File: src/rtl/cvcs_pkg.sv
`default_nettype none
// ----------------------------------------------------------------------------
// cvcs_pkg
// Shared types, constants and helpers for the cloth constraint step block.
// ----------------------------------------------------------------------------
package cvcs_pkg;

   localparam int MAX_GRID          = 31;
   localparam int SOLVER_ITERATIONS = 3;
   localparam int GRID_W            = $clog2(MAX_GRID + 1);
   localparam int ADDR_W            = 2 * GRID_W;
   localparam int DEPTH             = 1 << ADDR_W;
   localparam int ITER_W            = $clog2(SOLVER_ITERATIONS + 1);

   localparam logic [1:0] REQ_LOAD = 2'd0;
   localparam logic [1:0] REQ_STEP = 2'd1;
   localparam logic [1:0] REQ_READ = 2'd2;

   localparam logic [2:0] CSR_GRAVITY_Y  = 3'd0;
   localparam logic [2:0] CSR_REST_HORIZ = 3'd1;
   localparam logic [2:0] CSR_REST_VERT  = 3'd2;
   localparam logic [2:0] CSR_BOX_MARGIN = 3'd3;
   localparam logic [2:0] CSR_GRID_COLS  = 3'd4;
   localparam logic [2:0] CSR_GRID_ROWS  = 3'd5;

   localparam logic signed [16:0] GRAVITY_RESET = -17'sd89;
   localparam logic [30:0] REST_H_RESET = 31'd72090;
   localparam logic [30:0] REST_V_RESET = 31'd65536;
   localparam logic [30:0] MARGIN_RESET = 31'd65536;
   localparam logic [GRID_W-1:0] GRID_RESET = GRID_W'(MAX_GRID);

   typedef struct packed {
      logic [1:0]         req_type;
      logic [4:0]         vert_col;
      logic [4:0]         vert_row;
      logic signed [31:0] in_x;
      logic signed [31:0] in_y;
      logic signed [31:0] in_z;
      logic               in_pinned;
   } cvcs_req_type;

   typedef struct packed {
      logic signed [31:0] out_x;
      logic signed [31:0] out_y;
      logic signed [31:0] out_z;
      logic signed [31:0] box_min_x;
      logic signed [31:0] box_min_y;
      logic signed [31:0] box_min_z;
      logic signed [31:0] box_max_x;
      logic signed [31:0] box_max_y;
      logic signed [31:0] box_max_z;
   } cvcs_rsp_type;

   typedef enum logic {
      UOP_SQRT,
      UOP_DIV
   } unit_op_type;

   typedef struct packed {
      logic        start;
      unit_op_type op;
   } unit_ctl_type;

   typedef struct packed {
      logic        done;
      logic [31:0] result;
   } unit_sts_type;

   typedef enum logic [4:0] {
      ST_CLEAR,
      ST_IDLE,
      ST_READ,
      ST_V_RD,
      ST_V_CALC,
      ST_R_RDA,
      ST_R_RDB,
      ST_R_DIFF,
      ST_R_SQ,
      ST_R_SQRT_GO,
      ST_R_SQRT_WAIT,
      ST_R_CHK,
      ST_R_MUL,
      ST_R_DIV_GO,
      ST_R_DIV_WAIT,
      ST_R_WRA,
      ST_R_WRB,
      ST_B_RD,
      ST_B_ACC,
      ST_B_OUT
   } state_type;

   // Saturate a widened signed value to 32 bits.
   function automatic logic signed [31:0] sat32(input logic signed [34:0] v);
      if (v > 35'sd2147483647) begin
         return 32'sh7fffffff;
      end else if (v < -35'sd2147483648) begin
         return 32'sh80000000;
      end
      return v[31:0];
   endfunction

endpackage
`default_nettype wire

File: src/rtl/cvcs_iter_unit.sv
`default_nettype none
// ----------------------------------------------------------------------------
// cvcs_iter_unit
// Shared bit-serial unit: 64-bit integer square root or 64/33 division with a
// 32-bit quotient, one result bit per cycle.
// ----------------------------------------------------------------------------
module cvcs_iter_unit (
   input  wire                   clock,
   input  wire                   reset,
   input  cvcs_pkg::unit_ctl_type ctl,
   input  wire [63:0]            operand_n,
   input  wire [32:0]            operand_d,
   output cvcs_pkg::unit_sts_type sts
);
   import cvcs_pkg::*;

   logic        busy_ff, busy_in;
   logic        done_ff, done_in;
   unit_op_type op_ff;
   logic [4:0]  cnt_ff;
   logic [35:0] rem_ff, rem_in;
   logic [63:0] sh_ff, sh_in;
   logic [31:0] root_ff, root_in;
   logic [32:0] den_ff;
   logic [35:0] rem_sh, trial;
   logic        geq;

   always_comb begin
      if (op_ff == UOP_SQRT) begin
         rem_sh = {rem_ff[33:0], sh_ff[63:62]};
         trial  = {2'b00, root_ff, 2'b01};
         sh_in  = {sh_ff[61:0], 2'b00};
      end else begin
         rem_sh = {rem_ff[34:0], sh_ff[63]};
         trial  = {3'b000, den_ff};
         sh_in  = {sh_ff[62:0], 1'b0};
      end
      geq     = rem_sh >= trial;
      rem_in  = geq ? rem_sh - trial : rem_sh;
      root_in = {root_ff[30:0], geq};
      busy_in = busy_ff && (cnt_ff != 5'd0);
      done_in = busy_ff && (cnt_ff == 5'd0);
   end

   always_ff @(posedge clock) begin
      if (reset) begin
         busy_ff <= 1'b0;
         done_ff <= 1'b0;
      end else if (ctl.start) begin
         busy_ff <= 1'b1;
         done_ff <= 1'b0;
      end else begin
         busy_ff <= busy_in;
         done_ff <= done_in;
      end
      if (ctl.start) begin
         op_ff   <= ctl.op;
         cnt_ff  <= 5'd31;
         root_ff <= 32'd0;
         den_ff  <= operand_d;
         if (ctl.op == UOP_SQRT) begin
            rem_ff <= 36'd0;
            sh_ff  <= operand_n;
         end else begin
            rem_ff <= {4'd0, operand_n[63:32]};
            sh_ff  <= {operand_n[31:0], 32'd0};
         end
      end else if (busy_ff) begin
         cnt_ff  <= cnt_ff - 5'd1;
         rem_ff  <= rem_in;
         sh_ff   <= sh_in;
         root_ff <= root_in;
      end
   end

   assign sts.done   = done_ff;
   assign sts.result = root_ff;

endmodule
`default_nettype wire

File: config.mk
export PLATFORM = sky130hd
export DESIGN_NAME = cvcs_iter_unit
export DESIGN_NICKNAME = d
export VERILOG_FILES = /design/src/rtl/cvcs_pkg.sv /design/src/rtl/cvcs_iter_unit.sv
export SDC_FILE = /design/constraint.sdc
export NUM_CORES = 1
export LEC_CHECK = 0
export ABC_AREA = 1
export BUFFER_PORTS_ARGS = -buffer_cell sky130_fd_sc_hd__buf_4
export CORE_MARGIN = 5
export CORE_UTILIZATION = 30
export DETAILED_ROUTE_END_ITERATION = 12
export MAX_ROUTING_LAYER = met4
export SLEW_MARGIN = 40
export SYNTH_ARGS = -nofsm -noshare
export SYNTH_HDL_FRONTEND = slang
export SYNTH_SLANG_ARGS = --single-unit
File: constraint.sdc
create_clock -name clock -period 4.3 [get_ports clock]
set_clock_uncertainty 0.2 [all_clocks]
set_input_delay 0.43 -clock clock [delete_from_list [all_inputs] [get_ports clock]]
set_output_delay 0.43 -clock clock [all_outputs]
set_load 0.02 [all_outputs]
# ---- After elaboration in Yosys (flattened, before gate mapping)
# Index checks and enable logic that the tools add are counted.
dict set report totals {
  mem_bits_ro 0
  latchBits 0
  wordCells 28
  ramBits 0
  regBits 172
  memories 0
}
dict set report classes {
  n_div 0
  n_addsub 2
  magnitude_cmp 1
  bitwise_logic 0
  muxes 11
  n_mul 0
  reduce_logical 6
  n_eq_ne 0
  shifts 0
}
# operator n
set ops {}
lappend ops {{$mux 64} 4}
lappend ops {{$mux 35} 3}
lappend ops {{$ge 36x34->1} 1}
lappend ops {{$mux 36} 1}
lappend ops {{$sub 35x34->35} 1}
lappend ops {{$mux 34} 1}
lappend ops {{$mux 32} 1}
lappend ops {{$logic_not 5->1} 1}
lappend ops {{$reduce_bool 5->1} 1}
lappend ops {{$sub 5x1->5 const B} 1}
lappend ops {{$logic_and 1x1->1} 2}
lappend ops {{$reduce_bool 2->1} 1}
lappend ops {{$reduce_or 2->1} 1}
lappend ops {{$mux 1} 1}

# ---- Logic depth before layout (Yosys ltp)
dict set report depth {
  depth_word 5
  ltp_mapped 22
  ltp_nobuf 19
}

# ---- Worst setup path after synthesis
# No wires, ideal clock.
dict set report synth_path {
  path_kind {input -> register}
  from {input port ctl[1] (netlist bit)}
  to {register rem_ff[0], enable pin}
  setup_ps 502
  t_arrival_ps 3812
  setup_slack_ps -214
  required_time_ps 3598
  path_stages 4
  path_buffers 2
  path_cell_list {clkbuf_1 > nor2_1 > inv_1 > clkbuf_1}
}
dict set report synth_between {
  elab_chain_cells 1
}
# element line
set synth_lines {}
lappend synth_lines {{start, declared} cvcs_iter_unit.sv:10} ;# input cvcs_pkg::unit_ctl_type ctl,
lappend synth_lines {{$reduce_bool 2->1 (no line)} n/a}
lappend synth_lines {{end signal, assigned} cvcs_iter_unit.sv:65} ;# rem_ff <= {4'd0, operand_n[63:32]};
lappend synth_lines {{end signal, assigned} cvcs_iter_unit.sv:70} ;# rem_ff <= rem_in;
lappend synth_lines {{end, declared} cvcs_iter_unit.sv:21} ;# logic [35:0] rem_ff, rem_in;
# Every way passes these cells.
# A chain may end at the register's enable or synchronous reset.

# ---- Final worst setup path
dict set report layout_path {
  from {register op_ff}
  to {register rem_ff[1] (data pin)}
}
dict set report layout_between {
  elab_chain_cells 5
  elab_cells_between_ends 7
}
# element line
set layout_lines {}
lappend layout_lines {{start, declared} cvcs_iter_unit.sv:19} ;# unit_op_type op_ff;
lappend layout_lines {{start signal, assigned} cvcs_iter_unit.sv:57} ;# op_ff <= ctl.op;
lappend layout_lines {{$mux 36 or $mux 34 (tied branches)} cvcs_iter_unit.sv:29} ;# if (op_ff == UOP_SQRT) begin
lappend layout_lines {{$sub 35x34->35 or $ge 36x34->1 (tied branches)} {cvcs_iter_unit.sv:39, cvcs_iter_unit.sv:38}}
lappend layout_lines {{$mux 35 (*)} cvcs_iter_unit.sv:39} ;# rem_in = geq ? rem_sh - trial : rem_sh;
lappend layout_lines {{$mux 35 (*)} cvcs_iter_unit.sv:68} ;# end else if (busy_ff) begin
lappend layout_lines {{$mux 35 (*)} cvcs_iter_unit.sv:56} ;# if (ctl.start) begin
# Every way passes the cells marked *; elsewhere a longest branch is shown, timed or not. The select of a mux whose other input is x is not followed.

==> summary.txt <==
Route
  • Drt drc: 0
  • Vias: 10404
  • WL/cell: 15.9 um
  • Iteration-0 DRC Markers: 785
  • WL final: 34.9 mm
  • Detail Route Antenna Nets: 0
  • Drt pass-1 iters: 5
  • Vias per inst: 4.73
  • WL met2: 14.8 mm
  • Met3 WL post-DR: 1.84 mm
  • M1 WL: 17.8 mm
  • Highest metal used: met4

Worst hold path
  • Hold Path Class: in -> reg
  • Worst Hold Launch: operand_n[36]

Cells and area
  • Share of layout cells above drive strength 1: 14.2%
  • Final Util: 36.8%
  • N_diodes: 0
  • Nets@finish: 1814
  • Layout area overhead: 21.8%
  • Highest-count cells in the layout ignoring fill and taps: nand2_1, inv_1, buf_4
  • Most common cell after layout, fill and taps aside: nand2_1

Setup path
  • Crit-path slowest cell: ha_1
  • Most frequent CP cell: nand2_1
  • Critical Path Sink Type: register
  • FF-to-FF setup slack: 560 ps
  • CP Data Required Time: 4290 ps
  • Critical path cell sequence: inv_4 -> buf_12 -> o21ai_0 -> ha_1 -> nand2_1 -> nor2_1 -> nand2_1 -> nor3_2 -> nand2_4 -> nand2_8 -> nand2_1 -> nand3_1 -> nand2_1
  • Worst Setup Start Kind: register
  • Reg2reg start: op_ff$_DFFE_PP_
  • Critical path class: reg -> reg
  • Critical path peak fanout: 50
  • Critical path arrival: 3730 ps
  • Crit path largest cell delay: 460 ps
  • Crit path from: op_ff$_DFFE_PP_

GRT
  • Largest net degree at the start of global routing: 70
  • Tot GR Track Use: 17.1%
  • GRT overflow: 0
  • Vias in the first global route: 9902
  • Initial antenna violation count: 0
  • First-pass GRT wire length: 54.6 mm

Run status
  • Status: complete, no violations

Pwr
  • Reg power frac: 32.7%
  • Part of the power in combinational logic: 41.6%
  • Net Sw Frac: 40.9%
  • Clk network pwr share: 25.7%
  • Int Pwr: 3.92 mW
  • Leakage Power: 6.56 nW
  • Max VDD drop: 0.282 mV
  • Tot Pwr: 6.63 mW
  • PwrDens: 481 nW/um^2
  • P_sw: 2.71 mW

Die
  • Top Ports: 134
  • Row count: 71
  • DIE WIDTH: 204 um
  • Die area: 41800 um^2
  • Chip height: 204 um
  • Core Area: 37500 um^2
  • Initial Utilization: 30.2%

Synth
  • Post-synthesis sequential area ratio: 42.1%
  • Synth warnings: 0
  • Post-Syn Instances: 1545
  • Avg Cell Area, Syn: 7.33 um^2
  • Synthesized area: 11300 um^2
  • Synth cell types: 40
  • Syn_nets: 1682
  • FF+latch count, synth: 172

Clock network
  • TritonCTS clock tree: yes
  • H-Tree Depth: 4
  • Clk_lat worst skew: 450 ps
  • Clk pin slew, worst setup/hold paths: 80 ps
  • Root Buffer: clkbuf_16
  • CTS Sinks: 172
  • Setup Buffers After CTS: 0
  • CTS buffer count: 17
  • Max Buffers Root-to-Sink: 2

STA
  • Unrepaired setup endpoints after global routing: no
  • WHS: 68.2 ps
  • Period Utilization, post-route: 87.1%
  • Max Transition Viols Final: 0
  • Slew HR: 49.3%
  • Max Fclk: 0.267 GHz
  • Setup violations, final: 0
  • TNS Setup: 0 ps
  • Worst slew pin tran: 760 ps
  • Minimum clock period: 3740 ps
  • Final-report hold violation count: 0

Flow run
  • Max-cap violation count: 0

Placed design
  • Gpl congestion: 0.966
  • Dpl hpwl: 26.4 mm
  • Port Buffer Count: 133
[cells by family (layout without fill, tap and decap cells)]
| logic type | Yosys count | after routing | share of synthesized area (%) |
|---|---|---|---|
| and+or+nand+nor | 690 | 690 | 25.9 |
| buffers and inverters | 372 | 517 | 12.7 |
| AOI/OAI and AO/OA | 259 | 259 | 14.0 |
| DFF | 172 | 172 | 42.1 |
| adders and majority gates | 36 | 36 | 4.04 |
| xor gates and xnor gates | 15 | 15 | 1.16 |
| muxes | 1 | 1 | 0.0883 |
[synth_stat cells]
cell type | n | area, um^2
a211o_1 | 1 | 8.76
a21oi_1 | 24 | 120
a21oi_2 | 1 | 8.76
a22oi_1 | 1 | 7.51
and2_1 | 2 | 12.5
buf_1 | 4 | 15.0
buf_2 | 17 | 85.1
buf_4 | 1 | 7.51
buf_6 | 3 | 33.8
clkbuf_1 | 44 | 165
clkinv_1 | 3 | 11.3
dfxtp_1 | 39 | 781
edfxtp_1 | 133 | 3990
fa_1 | 1 | 20.0
ha_1 | 35 | 438
inv_1 | 292 | 1100
inv_2 | 8 | 30.0
mux2i_1 | 1 | 10.0
nand2_1 | 466 | 1750
nand2_2 | 4 | 25.0
nand2_4 | 1 | 11.3
nand2_8 | 1 | 20.0
nand3_1 | 94 | 470
nand3_2 | 2 | 20.0
nand3b_1 | 11 | 82.6
nand4_1 | 2 | 12.5
nor2_1 | 55 | 206
nor2_2 | 5 | 31.3
nor2_4 | 1 | 11.3
nor3_1 | 10 | 50.1
nor3_2 | 1 | 10.0
nor4_1 | 2 | 12.5
o211ai_1 | 31 | 233
o21ai_0 | 105 | 526
o21ai_1 | 3 | 15.0
o21bai_1 | 1 | 7.51
o221ai_1 | 32 | 280
o22ai_1 | 60 | 375
or2_2 | 33 | 206
xnor2_1 | 15 | 131
[through the flow]
step                      setup WS [ps]  instances  instance area (um^2)
after floorplan                     930       1545                 11300
after global routing                300       2201                 13800
after CTS                           608       2201                 13800
final                               556       2201                 13800
after detailed placement            616       2134                 12800
after global placement              664       2134                 12800
[registers in the layout, summed over array words and instances (netlist names)]
register,count
den_ff,33
op_ff,1
cnt_ff,5
rem_ff,35
done_ff,1
sh_ff,64
busy_ff,1
root_ff,32
[final timing paths]
kind                                               end  cells past startpoint
worst max-delay path               rem_ff[1]$_DFFE_PP_                     13
worst min register to register  cnt_ff[4]$_SDFFE_PP1P_                      2
worst max register to register     rem_ff[1]$_DFFE_PP_                     13
worst min-delay path               rem_ff[4]$_DFFE_PP_                      3
[per-layer routing]
layer | vias to the layer above | global-route usage [%]
li1 | 5292 | -
met1 | 4791 | 25.6
met2 | 297 | 24.8
met3 | 24 | 2.22
met4 | 0 | 3.28
met5 | - | -
[repair_timing]
item,in CTS,in global routing
hold buffers,35,0
hold endpoints to repair,35,0
gates resized for setup,0,0
[layout make-up]
class	count	area, um^2
Fill cell	4045	23700
Tap cell	511	639
Clock buffer	17	425
Sequential cell	172	4770
Multi-Input combinational cell	1001	5110
Clock inverter	15	223
Inverter	303	1140
Timing Repair Buffer	182	1480
[power by group through the flow]
| stage | logic [mW] | clock network (mW) | registers (mW) |
|---|---|---|---|
| 2_1_floorplan | 1.94 | 0 | 2.17 |
| 3_3_place_gp | 2.70 | 0 | 2.20 |
| 3_5_place_dp | 2.69 | 0 | 2.20 |
| 4_1_cts | 2.74 | 1.74 | 2.16 |
| 5_1_grt | 3.13 | 1.82 | 2.19 |
| 6_report | 2.76 | 1.71 | 2.17 |
[worst max-delay path, delay by kind of cell (launching register included)]
kind,cells,cell delay (ps)
and+or+nand+nor,9,1500
buffers and inverters,2,600
adders and majority gates,1,460
DFF,1,430
AOI/OAI and AO/OA,1,260
Note: power is estimated with default switching activity, not from simulation.
